File: src/rtl/core/tjq_pkg.sv
// shared types and codes for the timed job queue
`default_nettype none
package tjq_pkg;

  // function codes of an input item
  localparam logic [1:0] FUNC_ENQ    = 2'd0;
  localparam logic [1:0] FUNC_CANCEL = 2'd1;
  localparam logic [1:0] FUNC_TICK   = 2'd2;
  localparam logic [1:0] FUNC_NOP    = 2'd3;

  // status codes of a result item
  localparam logic [1:0] ST_DONE     = 2'd0;
  localparam logic [1:0] ST_FULL     = 2'd1;
  localparam logic [1:0] ST_UNMET    = 2'd2;
  localparam logic [1:0] ST_NOTFOUND = 2'd3;

  // number of job slots
  localparam int unsigned QueueDepth = 16;

  localparam int unsigned CapWidth  = 5;
  localparam int unsigned CapReset  = 16;
  localparam int unsigned PosWidth  = 4;
  localparam int unsigned LenWidth  = 5;
  localparam int unsigned ProgWidth = 9;
  localparam int unsigned FracBits  = 8;

  // commands from controller to datapath
  typedef struct packed {
    logic load;
    logic enq;
    logic tick;
    logic srd;
    logic scmp;
    logic shrd;
    logic shwr;
    logic shdone;
    logic hrd;
    logic hld;
    logic dinit;
    logic dstep;
  } tjq_cmd_t;

  // status from datapath to controller
  typedef struct packed {
    logic [1:0] func;
    logic       count_zero;
    logic       pop;
    logic       match;
    logic       search_last;
    logic       shift_more;
    logic       reload_head;
    logic       div_done;
  } tjq_sts_t;

endpackage
`default_nettype wire

File: src/rtl/core/timed_job_queue_with_cancel.sv
// Timed job queue with cancel: FIFO of jobs with a head service timer.
// Input channel in_valid_i/in_ready_o carries one item: func_i selects enqueue,
// cancel, tick or no operation; job_id_i, job_duration_i, requirement_ok_i and
// elapsed_i are its operands. Each item gives exactly one result on the
// out_valid_o/out_ready_i channel: status, slot of an enqueued job, finish
// flag and id, queue length after the item, and head progress in Q1.8.
// The user must write the capacity register with cfg_we_i/cfg_wdata_i only
// while idle; the block itself does not enforce this. One item is processed
// at a time. An enqueue, a tick and a cancel each run their own step first; a
// cancel reads and compares slot by slot until a match or the last job. A
// tick that finishes the head or a cancel that finds its job then compacts
// the queue, moving each later job up one slot, and reloads the new head if
// the head was removed and jobs remain. Every item ends with the eight-step
// progress divider. The result is held until out_ready_i is high and the
// next item is taken in the cycle after that. Reset empties the queue,
// clears the timer and sets the capacity to 16; job slots stay unwritten.
`default_nettype none
module timed_job_queue_with_cancel
  import tjq_pkg::*;
#(
  parameter int unsigned ID_WIDTH    = 16,
  parameter int unsigned TIME_WIDTH  = 32
) (
  input  wire logic                  clk_i,
  input  wire logic                  rst_ni,
  input  wire logic                  cfg_we_i,
  input  wire logic [CapWidth-1:0]   cfg_wdata_i,
  input  wire logic                  in_valid_i,
  output logic                       in_ready_o,
  input  wire logic [1:0]            func_i,
  input  wire logic [ID_WIDTH-1:0]   job_id_i,
  input  wire logic [TIME_WIDTH-1:0] job_duration_i,
  input  wire logic                  requirement_ok_i,
  input  wire logic [TIME_WIDTH-1:0] elapsed_i,
  output logic                       out_valid_o,
  input  wire logic                  out_ready_i,
  output logic [1:0]                 status_o,
  output logic [PosWidth-1:0]        position_o,
  output logic                       finished_o,
  output logic [ID_WIDTH-1:0]        finished_id_o,
  output logic [LenWidth-1:0]        queue_length_o,
  output logic [ProgWidth-1:0]       progress_o
);

  tjq_cmd_t cmd;
  tjq_sts_t sts;

  // sequencer
  tjq_ctrl u_ctrl (
    .clk_i       (clk_i),
    .rst_ni      (rst_ni),
    .in_valid_i  (in_valid_i),
    .in_ready_o  (in_ready_o),
    .out_valid_o (out_valid_o),
    .out_ready_i (out_ready_i),
    .sts_i       (sts),
    .cmd_o       (cmd)
  );

  // datapath
  tjq_dp #(
    .ID_WIDTH    (ID_WIDTH),
    .TIME_WIDTH  (TIME_WIDTH)
  ) u_dp (
    .clk_i            (clk_i),
    .rst_ni           (rst_ni),
    .cfg_we_i         (cfg_we_i),
    .cfg_wdata_i      (cfg_wdata_i),
    .func_i           (func_i),
    .job_id_i         (job_id_i),
    .job_duration_i   (job_duration_i),
    .requirement_ok_i (requirement_ok_i),
    .elapsed_i        (elapsed_i),
    .cmd_i            (cmd),
    .sts_o            (sts),
    .status_o         (status_o),
    .position_o       (position_o),
    .finished_o       (finished_o),
    .finished_id_o    (finished_id_o),
    .queue_length_o   (queue_length_o),
    .progress_o       (progress_o)
  );

endmodule
`default_nettype wire

File: src/rtl/core/tjq_ctrl.sv
// sequencer for the timed job queue
`default_nettype none
module tjq_ctrl
  import tjq_pkg::*;
(
  input  wire logic     clk_i,
  input  wire logic     rst_ni,
  input  wire logic     in_valid_i,
  output logic          in_ready_o,
  output logic          out_valid_o,
  input  wire logic     out_ready_i,
  input  wire tjq_sts_t sts_i,
  output tjq_cmd_t      cmd_o
);

  localparam logic [3:0] S_IDLE  = 4'd0;
  localparam logic [3:0] S_ENQ   = 4'd1;
  localparam logic [3:0] S_TICK  = 4'd2;
  localparam logic [3:0] S_SRD   = 4'd3;
  localparam logic [3:0] S_SCMP  = 4'd4;
  localparam logic [3:0] S_SHCHK = 4'd5;
  localparam logic [3:0] S_SHRD  = 4'd6;
  localparam logic [3:0] S_SHWR  = 4'd7;
  localparam logic [3:0] S_HRD   = 4'd8;
  localparam logic [3:0] S_HLD   = 4'd9;
  localparam logic [3:0] S_DIV0  = 4'd10;
  localparam logic [3:0] S_DIV   = 4'd11;
  localparam logic [3:0] S_OUT   = 4'd12;

  logic [3:0] state_q, state_d;

  assign in_ready_o  = (state_q == S_IDLE);
  assign out_valid_o = (state_q == S_OUT);

  // next state and commands
  always_comb begin
    state_d = state_q;
    cmd_o   = '0;
    case (state_q)
      S_IDLE: begin
        if (in_valid_i) begin
          cmd_o.load = 1'b1;
          state_d = S_DIV0;
          if (sts_i.func == FUNC_ENQ) begin
            state_d = S_ENQ;
          end else if (sts_i.func == FUNC_CANCEL) begin
            state_d = S_SRD;
          end else if (sts_i.func == FUNC_TICK) begin
            state_d = S_TICK;
          end
        end
      end
      S_ENQ: begin
        cmd_o.enq = 1'b1;
        state_d = S_DIV0;
      end
      S_TICK: begin
        cmd_o.tick = 1'b1;
        state_d = sts_i.pop ? S_SHCHK : S_DIV0;
      end
      S_SRD: begin
        if (sts_i.count_zero) begin
          cmd_o.scmp = 1'b1;
          state_d = S_DIV0;
        end else begin
          cmd_o.srd = 1'b1;
          state_d = S_SCMP;
        end
      end
      S_SCMP: begin
        cmd_o.scmp = 1'b1;
        if (sts_i.match) begin
          state_d = S_SHCHK;
        end else if (sts_i.search_last) begin
          state_d = S_DIV0;
        end else begin
          state_d = S_SRD;
        end
      end
      S_SHCHK: begin
        if (sts_i.shift_more) begin
          state_d = S_SHRD;
        end else begin
          cmd_o.shdone = 1'b1;
          state_d = sts_i.reload_head ? S_HRD : S_DIV0;
        end
      end
      S_SHRD: begin
        cmd_o.shrd = 1'b1;
        state_d = S_SHWR;
      end
      S_SHWR: begin
        cmd_o.shwr = 1'b1;
        state_d = S_SHCHK;
      end
      S_HRD: begin
        cmd_o.hrd = 1'b1;
        state_d = S_HLD;
      end
      S_HLD: begin
        cmd_o.hld = 1'b1;
        state_d = S_DIV0;
      end
      S_DIV0: begin
        cmd_o.dinit = 1'b1;
        state_d = S_DIV;
      end
      S_DIV: begin
        cmd_o.dstep = 1'b1;
        if (sts_i.div_done) begin
          state_d = S_OUT;
        end
      end
      S_OUT: begin
        if (out_ready_i) begin
          state_d = S_IDLE;
        end
      end
      default: begin
        state_d = S_IDLE;
      end
    endcase
  end

  // state register
  always_ff @(posedge clk_i or negedge rst_ni) begin
    if (!rst_ni) begin
      state_q <= S_IDLE;
    end else begin
      state_q <= state_d;
    end
  end

`ifndef SYNTH
  // accepted item leaves idle at once
  a_accept_leaves_idle: assert property (@(posedge clk_i) disable iff (!rst_ni)
    in_valid_i && in_ready_o |=> !in_ready_o)
    else $error("sequencer stayed idle after accepting an item");

  // a pending result is held until taken
  a_out_holds: assert property (@(posedge clk_i) disable iff (!rst_ni)
    out_valid_o && !out_ready_i |=> out_valid_o)
    else $error("result dropped before it was taken");

  // division runs only between setup and result
  a_div_to_out: assert property (@(posedge clk_i) disable iff (!rst_ni)
    $rose(out_valid_o) |-> $past(cmd_o.dstep))
    else $error("result shown without a finished division");
`endif

endmodule
`default_nettype wire

File: src/rtl/core/tjq_dp.sv
// storage, search, compaction, timer and progress divider of the job queue
`default_nettype none
module tjq_dp
  import tjq_pkg::*;
#(
  parameter int unsigned ID_WIDTH    = 16,
  parameter int unsigned TIME_WIDTH  = 32
) (
  input  wire logic                  clk_i,
  input  wire logic                  rst_ni,
  input  wire logic                  cfg_we_i,
  input  wire logic [CapWidth-1:0]   cfg_wdata_i,
  input  wire logic [1:0]            func_i,
  input  wire logic [ID_WIDTH-1:0]   job_id_i,
  input  wire logic [TIME_WIDTH-1:0] job_duration_i,
  input  wire logic                  requirement_ok_i,
  input  wire logic [TIME_WIDTH-1:0] elapsed_i,
  input  wire tjq_cmd_t              cmd_i,
  output tjq_sts_t                   sts_o,
  output logic [1:0]                 status_o,
  output logic [PosWidth-1:0]        position_o,
  output logic                       finished_o,
  output logic [ID_WIDTH-1:0]        finished_id_o,
  output logic [LenWidth-1:0]        queue_length_o,
  output logic [ProgWidth-1:0]       progress_o
);

  localparam int unsigned AW = (QueueDepth > 1) ? $clog2(QueueDepth) : 1;
  localparam int unsigned CW = $clog2(QueueDepth + 1);
  localparam int unsigned KW = (CW > CapWidth) ? CW : CapWidth;
  localparam int unsigned EW = ID_WIDTH + TIME_WIDTH;

  // control state
  logic [CW-1:0]         count_q;
  logic [TIME_WIDTH-1:0] timer_q;
  logic [CapWidth-1:0]   cap_q;

  // latched item and working registers
  logic [ID_WIDTH-1:0]   id_q;
  logic [TIME_WIDTH-1:0] dur_q;
  logic                  req_q;
  logic [TIME_WIDTH-1:0] el_q;
  logic [CW-1:0]         idx_q;
  logic                  rm_head_q;
  logic [ID_WIDTH-1:0]   hid_q;
  logic [TIME_WIDTH-1:0] hdur_q;
  logic [TIME_WIDTH:0]   rem_q;
  logic [FracBits-1:0]   quo_q;
  logic [2:0]            dcnt_q;
  logic [1:0]            status_q;
  logic [PosWidth-1:0]   pos_q;
  logic                  fin_q;
  logic [ID_WIDTH-1:0]   finid_q;

  // job memory
  logic [EW-1:0] mem_q [QueueDepth];
  logic [EW-1:0] rdata_q;
  logic          rd_en, wr_en;
  logic [AW-1:0] raddr, waddr;
  logic [EW-1:0] wdata;

  logic [KW-1:0]         cnt_ext;
  logic                  full, enq_ok, match, pop;
  logic [TIME_WIDTH:0]   sum;
  logic [TIME_WIDTH-1:0] tsat;
  logic [CW-1:0]         idx_inc;
  logic [TIME_WIDTH:0]   rem_sh;
  logic                  rem_ge;

  assign cnt_ext = KW'(count_q);
  assign full    = (cnt_ext >= KW'(cap_q)) || (count_q == CW'(QueueDepth));
  assign enq_ok  = !full && req_q;
  assign idx_inc = idx_q + CW'(1);
  assign match   = (rdata_q[EW-1:TIME_WIDTH] == id_q);

  // saturating timer add and finish check
  assign sum  = {1'b0, timer_q} + {1'b0, el_q};
  assign tsat = sum[TIME_WIDTH] ? {TIME_WIDTH{1'b1}} : sum[TIME_WIDTH-1:0];
  assign pop  = (count_q != '0) && (tsat >= hdur_q);

  // one restoring division step
  assign rem_sh = {rem_q[TIME_WIDTH-1:0], 1'b0};
  assign rem_ge = (rem_sh >= {1'b0, hdur_q});

  // status to sequencer
  always_comb begin
    sts_o             = '0;
    sts_o.func        = func_i;
    sts_o.count_zero  = (count_q == '0);
    sts_o.pop         = pop;
    sts_o.match       = match;
    sts_o.search_last = (idx_inc >= count_q);
    sts_o.shift_more  = (idx_inc < count_q);
    sts_o.reload_head = rm_head_q && (count_q > CW'(1));
    sts_o.div_done    = (dcnt_q == 3'd7);
  end

  // memory port selection
  always_comb begin
    rd_en = cmd_i.srd || cmd_i.shrd || cmd_i.hrd;
    raddr = '0;
    if (cmd_i.srd) begin
      raddr = idx_q[AW-1:0];
    end else if (cmd_i.shrd) begin
      raddr = idx_inc[AW-1:0];
    end
    wr_en = (cmd_i.enq && enq_ok) || cmd_i.shwr;
    waddr = cmd_i.enq ? count_q[AW-1:0] : idx_q[AW-1:0];
    wdata = cmd_i.enq ? {id_q, dur_q} : rdata_q;
  end

  always_ff @(posedge clk_i) begin
    if (wr_en) begin
      mem_q[waddr] <= wdata;
    end
    if (rd_en) begin
      rdata_q <= mem_q[raddr];
    end
  end

  // count, timer and capacity
  always_ff @(posedge clk_i or negedge rst_ni) begin
    if (!rst_ni) begin
      count_q <= '0;
      timer_q <= '0;
      cap_q   <= CapWidth'(CapReset);
    end else begin
      if (cfg_we_i) begin
        cap_q <= cfg_wdata_i;
      end
      if (cmd_i.enq && enq_ok) begin
        count_q <= count_q + CW'(1);
      end
      if (cmd_i.shdone) begin
        count_q <= count_q - CW'(1);
      end
      if (cmd_i.tick && (count_q != '0)) begin
        timer_q <= pop ? '0 : tsat;
      end
      if (cmd_i.scmp && (count_q != '0) && match && (idx_q == '0)) begin
        timer_q <= '0;
      end
    end
  end

  // item, head copy, search index and result fields
  always_ff @(posedge clk_i) begin
    if (cmd_i.load) begin
      id_q      <= job_id_i;
      dur_q     <= job_duration_i;
      req_q     <= requirement_ok_i;
      el_q      <= elapsed_i;
      idx_q     <= '0;
      rm_head_q <= 1'b0;
      status_q  <= ST_DONE;
      pos_q     <= '0;
      fin_q     <= 1'b0;
      finid_q   <= '0;
    end
    if (cmd_i.enq) begin
      if (full) begin
        status_q <= ST_FULL;
      end else if (!req_q) begin
        status_q <= ST_UNMET;
      end else begin
        pos_q <= cnt_ext[PosWidth-1:0];
        if (count_q == '0) begin
          hid_q  <= id_q;
          hdur_q <= dur_q;
        end
      end
    end
    if (cmd_i.tick && pop) begin
      fin_q     <= 1'b1;
      finid_q   <= hid_q;
      rm_head_q <= 1'b1;
    end
    if (cmd_i.scmp) begin
      if (count_q == '0) begin
        status_q <= ST_NOTFOUND;
      end else if (match) begin
        rm_head_q <= (idx_q == '0);
      end else if (idx_inc >= count_q) begin
        status_q <= ST_NOTFOUND;
      end else begin
        idx_q <= idx_inc;
      end
    end
    if (cmd_i.shwr) begin
      idx_q <= idx_inc;
    end
    if (cmd_i.hld) begin
      hid_q  <= rdata_q[EW-1:TIME_WIDTH];
      hdur_q <= rdata_q[TIME_WIDTH-1:0];
    end
    if (cmd_i.dinit) begin
      rem_q  <= {1'b0, timer_q};
      quo_q  <= '0;
      dcnt_q <= '0;
    end
    if (cmd_i.dstep) begin
      rem_q  <= rem_ge ? (rem_sh - {1'b0, hdur_q}) : rem_sh;
      quo_q  <= {quo_q[FracBits-2:0], rem_ge};
      dcnt_q <= dcnt_q + 3'd1;
    end
  end

  // result fields
  assign status_o       = status_q;
  assign position_o     = pos_q;
  assign finished_o     = fin_q;
  assign finished_id_o  = finid_q;
  assign queue_length_o = cnt_ext[LenWidth-1:0];
  assign progress_o     = ((count_q == '0) || (timer_q >= hdur_q)) ?
                          ProgWidth'(1 << FracBits) : {1'b0, quo_q};

`ifndef SYNTH
  // fill never passes the depth
  a_count_bound: assert property (@(posedge clk_i) disable iff (!rst_ni)
    count_q <= CW'(QueueDepth))
    else $error("job count beyond queue depth");

  // an empty queue carries no head time
  a_empty_timer: assert property (@(posedge clk_i) disable iff (!rst_ni)
    count_q == '0 |-> timer_q == '0)
    else $error("timer running on an empty queue");

  // compaction writes only inside the filled region
  a_shift_range: assert property (@(posedge clk_i) disable iff (!rst_ni)
    cmd_i.shwr |-> idx_inc < count_q)
    else $error("compaction write past the last job");
`endif

endmodule
`default_nettype wire

File: config.mk
export PLATFORM = sky130hd
export DESIGN_NAME = timed_job_queue_with_cancel
export DESIGN_NICKNAME = d
export VERILOG_FILES = /design/src/rtl/core/tjq_pkg.sv /design/src/rtl/core/timed_job_queue_with_cancel.sv /design/src/rtl/core/tjq_ctrl.sv /design/src/rtl/core/tjq_dp.sv
export SDC_FILE = /design/constraint.sdc
export NUM_CORES = 1
export LEC_CHECK = 0
export ABC_CLOCK_PERIOD_IN_PS = 6790
export BUFFER_PORTS_ARGS = -buffer_cell sky130_fd_sc_hd__buf_2
export CAP_MARGIN = 0
export CELL_PAD_IN_SITES_DETAIL_PLACEMENT = 0
export CELL_PAD_IN_SITES_GLOBAL_PLACEMENT = 1
export CORE_MARGIN = 10
export CORE_UTILIZATION = 54
export DETAILED_ROUTE_END_ITERATION = 7
export MAX_ROUTING_LAYER = met4
export PLACE_DENSITY_LB_ADDON = 0.08
export SLEW_MARGIN = 20
export SYNTH_ARGS = -nofsm -noshare
export SYNTH_HDL_FRONTEND = slang
export SYNTH_HIERARCHICAL = 1
export SYNTH_SLANG_ARGS = --single-unit
File: constraint.sdc
create_clock -name clk_i -period 6.79 [get_ports clk_i]
set_input_delay 0.679 -clock clk_i [delete_from_list [all_inputs] [get_ports clk_i]]
set_output_delay 0.679 -clock clk_i [all_outputs]
set_load 0.01 [all_outputs]
-- After elaboration in Yosys (flattened, before gate mapping)
Memory sizes are Yosys's and may differ from the RTL's. A register that Yosys moved wholly into a read port is not among the register bits.
Cells that the tools add are included.
- word-level logic and storage cells: 168
- memory bits (read-only): 0
- register bits: 247
- bits in writable memories: 768
- latch bits: 0
- output and inout port bits: 39
- memories: 1
- memory list (name ; words ; bits a word ; read ports ; clocked after Yosys merged registers in ; wr ports ; line ; RTL):
    u_dp.mem_q ; 16 ; 48 ; 1 ; 1 ; 1 ; tjq_dp.sv:56 ; logic [EW-1:0] mem_q [QueueDepth];
- equal/unequal tests: 21
- divide/modulo/power cells: 0
- $lt $le $gt $ge: 7
- muxes and demuxes: 84
- multiply operators: 0
- reductions and logical operators: 30
- $add $sub $neg: 6
- bitwise logic cells: 0
- shift operators: 0
- operator list (kind ; count):
    $mux 32 ; 12
    $mux 16 ; 7
    $mux 4 ; 18
    $ge 32x32->1 ; 2
    $mux 48 ; 1
    $pmux 4 s12 ; 1
    $mux 5 ; 8
    $add 32x32->33 ; 1
    $ge 33x32->1 ; 1
    $sub 32x32->32 ; 1
    $mux 1 ; 22
    $eq 4x4->1 const B ; 5
    $mux 2 ; 9
    $eq 16x16->1 ; 1
    $eq 4x3->1 const B ; 4
    $mux 8 ; 2
    $reduce_bool 2->1 ; 7
    $add 5x1->5 const B ; 2
    $ge 5x5->1 ; 2
    $logic_not 5->1 ; 2
    $logic_and 1x1->1 ; 9
    $mux 9 ; 1
    $eq 4x2->1 const B ; 2
    $mux 3 ; 2
    other kinds (20) ; 26

-- Depth between registers and ports, before layout
- depth after elaboration: 10
- gate-level depth with buffers: 26
- gate-level depth less buffers: 24

-- Hierarchy
Netlist, hierarchy kept.
- modules (own cells, without submodules) (module ; area an instance (um^2) ; times used ; cells an instance):
    tjq_dp ; 46072.9 ; 1 ; 2798
    tjq_ctrl ; 564.3 ; 1 ; 76

-- Least setup slack after synthesis
OpenSTA, ideal clock, no wires.
- path type: reg2reg
- start: reg u_dp.timer_q[0]
- end: reg u_ctrl.state_q[3]
- path buffers: 3
- required time: 6.725 ns
- clock period less this slack: 5.296 ns
- arrival: 5.231 ns
- path slack: 1.494 ns
- cell stages (with the launch flop): 26
- path through: dfrtp_1 > ha_1 > fa_1 > a21o_1 > a221oi_2 > nor4b_1 > o21ai_2 > o21ai_1 > a311o_1 > a211oi_2 > buf_4 > buf_8 > nand2_1 > ha_1 > a2111oi_0 > a31oi_1 > a2111oi_0 > o31a_1 > o22ai_1 > and2_1 > buf_4 > nor2b_1 > nor4b_1 > a31oi_1 > a41o_1 > nand2_1
- cells in the longest elaborated chain, start to end: 6
- RTL lines (item ; line ; RTL):
    from (decl) ; tjq_dp.sv:35 ; logic [TIME_WIDTH-1:0] timer_q;
    from (signal assigned) ; tjq_dp.sv:138 ; timer_q <= pop ? '0 : tsat;
    $add 32x32->33 ; tjq_dp.sv:77 ; assign sum = {1'b0, timer_q} + {1'b0, el_q};
    $mux 32 ; tjq_dp.sv:78 ; assign tsat = sum[TIME_WIDTH] ? {TIME_WIDTH{1'b1}} : sum[TIME_WIDTH-1:0];
    $ge 32x32->1 ; tjq_dp.sv:79 ; assign pop = (count_q != '0) && (tsat >= hdur_q);
    $logic_and 1x1->1 ; tjq_dp.sv:79 ;
    named net u_dp.pop ; tjq_dp.sv:63 ; logic full, enq_ok, match, pop;
    $mux 4 ; tjq_ctrl.sv:59 ; state_d = sts_i.pop ? S_SHCHK : S_DIV0;
    $pmux 4 s12 ; tjq_ctrl.sv:39 ; case (state_q)
    to (signal assigned) ; tjq_ctrl.sv:130 ; state_q <= state_d;
    to (decl) ; tjq_ctrl.sv:30 ; logic [3:0] state_q, state_d;
The timed path passes the listed nets, and every way through them passes these cells.
A chain may end at the register's enable or synchronous reset.

==> key figures <==
Timing
  • Slew Viols, Final: 0
  • Final setup vio count: 0
  • Worst-Margin Slew: ~1.1 ns
  • Relative slew slack: 29.2%
  • Crit share post-route: roughly 90%
  • RSZ-0062 raised after global routing: no
  • Total negative setup slack: 0 ns
  • Fin Clk Skew: 0.0494 ns
  • Final worst setup slack: 0.661 ns
  • Highest clock rate: 0.163 GHz
  • Crit path time final: 6.13 ns
  • Final hold violation count: 0

Detailed routing
  • Via count: 26.2k
  • Initial DRC Count: 2389
  • First-pass DRT Iterations: 7
  • DR vias/cell: slightly above 6
  • # DRC: 0
  • Final ANT Viol Nets: 0
  • WL final: 116000 um
  • Routed len/inst: 27.2 um

Yosys
  • Sequential element share of the synthesized area: 67.7%
  • Main synth FF type: edfxtp_1
  • Synth cell types: between 80 and 90
  • Syn nets: 3114
  • Ys Warns: 6
  • Post-synth ARST share: 4.33%
  • Post-Syn Area: around 47000 sq um
  • Syn Area/Cell: 16.2 sq um
  • Cells after Synth: 2874
  • #FFs+latches synth: roughly 1.1k
  • Post-synth EDFFs: between 1k and 1.5k

Layout
  • # nets final: 3271
  • Synthesis-to-layout area growth: 12.1%
  • Commonest cells after routing, fill and taps aside: edfxtp_1 (1004), nand2_1 (197), mux4_2 (192)
  • Most common cell after layout, fill and taps aside: edfxtp_1
  • Final instance area: approximately 52000 sq um
  • # diodes: 0
  • Fraction of layout cells with a size suffix above 1: 21.8%
  • Final core utilization: 61.2%

Global routing
  • Largest net degree at the start of global routing: between 90 and 100
  • Initial antenna violation count: 2
  • Number of global-route vias before repair: around 27k
  • First-pass GRT wire length: 174000 um
  • Total Routing Usage GR: around a quarter
  • Gr ovfl total: 0

Clock tree
  • CTS tree: done
  • CTS Buf Count: 108
  • CTS resizes: 0
  • Total setup buffers inserted after CTS: 0
  • CTS Hold Bufs: 0
  • CTS Buffer Depth: 3
  • Worst skew pair latency: 0.70 ns
  • Clk pin slew, worst setup/hold paths: 0.06 ns
  • Clock sinks: between 1k and 1.5k
  • CTS H-tree lvls: 3
  • CTS Root Cell: clkbuf_16

Hold path
  • Worst hold path type: input pin to async pin

Floorplan
  • Row count: between 100 and 150
  • Chip height: 314 um
  • Die Span X: 314 um
  • Io pins: 132
  • Die area: approximately 99000 sq um
  • Core Box Area: 85400 sq um
  • Initial Util: 54.6%

Critical path
  • Crit path max fanout: 30
  • Largest stage delay on the critical path: 0.42 ns
  • Required @ worst endpoint: 7.39 ns
  • Crit path max-delay family: compound AO/OA/AOI/OAI gates
  • CP Capture Type: register
  • Slowest stage cell, crit path: a311o_1
  • Reg2Reg Setup Slack: 0.66 ns
  • Setup Crit Path Kind: register to register
  • CP bufs+invs: 3
  • Setup crit start kind: register
  • Critical path data arrival time: 6.73 ns

Placement
  • Final HPWL from detailed placement: roughly 70000 um
  • Placement-stage cell area: 49000 sq um
  • Pre-CTS setup slack: 0.758 ns
  • GP Congestion: 0.884
  • I/O Buffers: 131

Status
  • Status: complete, no violations

Power
  • Leak Pwr: around 18 nW
  • Pwr/cell area: 406 nW/um^2
  • Maximum vdd drop: 0.000246 V

Flow run
  • Max-Cap Viols: 0
sequential cells by signal, indices dropped and copies added (netlist names), 2 cells and up:
| name | flops |
|---|---|
| u_dp/rem_q | 32 |
| u_dp/dcnt_q | 3 |
| u_dp/quo_q | 8 |
| u_dp/rdata_q | 48 |
| u_dp/el_q | 32 |
| u_dp/position_o | 4 |
| u_dp/hdur_q | 32 |
| u_dp/timer_q | 32 |
| u_dp/queue_length_o | 5 |
| u_ctrl/state_q | 4 |
| u_dp/status_o | 2 |
| u_dp/cap_q | 5 |
| u_dp/finished_id_o | 16 |
| u_dp/hid_q | 16 |
| u_dp/id_q | 16 |
| u_dp/mem_q | 768 |
| u_dp/idx_q | 5 |
| u_dp/dur_q | 32 |
through the flow:
stage	hold WS, ns	power (W)	cells
global route	0.118	0.0223	4264
global placement	0.437	0.0156	4065
detailed placement	0.434	0.0158	4065
CTS	0.101	0.0213	4264
finish	0.111	0.0212	4264
floorplan	0.383	0.0137	2874
area by class of cell:
| type | instances | area (sq um) |
|---|---|---|
| Sequential cell | 1063 | 31600 |
| Clock buffer | 140 | 2840 |
| Fill cell | 6385 | 33100 |
| Multi-Input combinational cell | 1601 | 14400 |
| Inverter | 71 | 267 |
| Tap cell | 1144 | 1430 |
| Clock inverter | 59 | 442 |
| Timing Repair Buffer | 186 | 1310 |
Yosys cell counts (6+ instances only):
cell      instances  area [sq um]
a211oi_1         57           428
a21o_1           39           293
a21oi_1         120           601
a22o_1           25           219
a31oi_1          67           419
and2_1           82           513
and3_1           10          62.6
buf_1            25          93.8
buf_2            21           105
buf_4             7          52.6
clkbuf_1         80           300
dfrtp_1          45          1130
dfxtp_1          13           260
edfxtp_1       1004         30100
ha_1            145          1810
inv_1            70           263
mux2_2           97          1090
mux2i_1          10           100
mux4_2          192          4320
nand2_1         197           739
nand2_2           8          50.1
nand2b_1         39           244
nand3_1          38           190
nand4_1          20           125
nor2_1          107           402
nor2b_1          25           156
nor3_1           20           100
nor3b_1           6          45.0
nor4bb_1          9          90.1
o211ai_1         12          90.1
o21a_1           14           105
o21ai_0          75           375
o21ai_1           8          40.0
o21bai_1          8          60.1
or3_1             8          50.1
xnor2_1          49           429
xor2_1           26           228
report_power, final:
part           internal (W)  switching [W]  total (W)
clock network       0.00307        0.00248    0.00555
registers           0.00875       0.000521    0.00927
logic               0.00239        0.00402    0.00641
total                0.0142        0.00702     0.0212
kinds of logic (layout without fill, tap and decap cells):
logic type	after synthesis	after routing	share of synthesized area [%]
buffers and inverters	210	456	1.91
and+or+nand+nor	593	593	6.39
muxes	299	299	11.8
adders and majority gates	147	147	3.98
AOI/OAI and AO/OA	487	487	6.81
DFF	1063	1063	67.7
xor gates and xnor gates	75	75	1.41
worst paths after layout:
| kind | depth (start not counted) | from | endpoint |
|---|---|---|---|
| min in group clk_i | 1 | job_duration_i[16] | u_dp/dur_q[16] |
| hold reg to reg | 1 | u_dp/finished_o | u_dp/finished_o |
| hold / removal | 2 | rst_ni | u_dp/queue_length_o[0] |
| setup reg to reg | 26 | u_dp/timer_q[0] | u_ctrl/state_q[3] |
| max in group asynchronous | 2 | rst_ni | u_dp/timer_q[21] |
| setup / recovery | 26 | u_dp/timer_q[0] | u_ctrl/state_q[3] |
per-layer routing:
metal  vias up  wire [um]  GRT usage, %
li1      11700          -             -
met1     13600      49000          32.3
met2       835      57500          38.8
met3       191       6800          3.37
met4         0       2680          6.20
met5         -          0             -
Power figures use the tool's default switching activity.
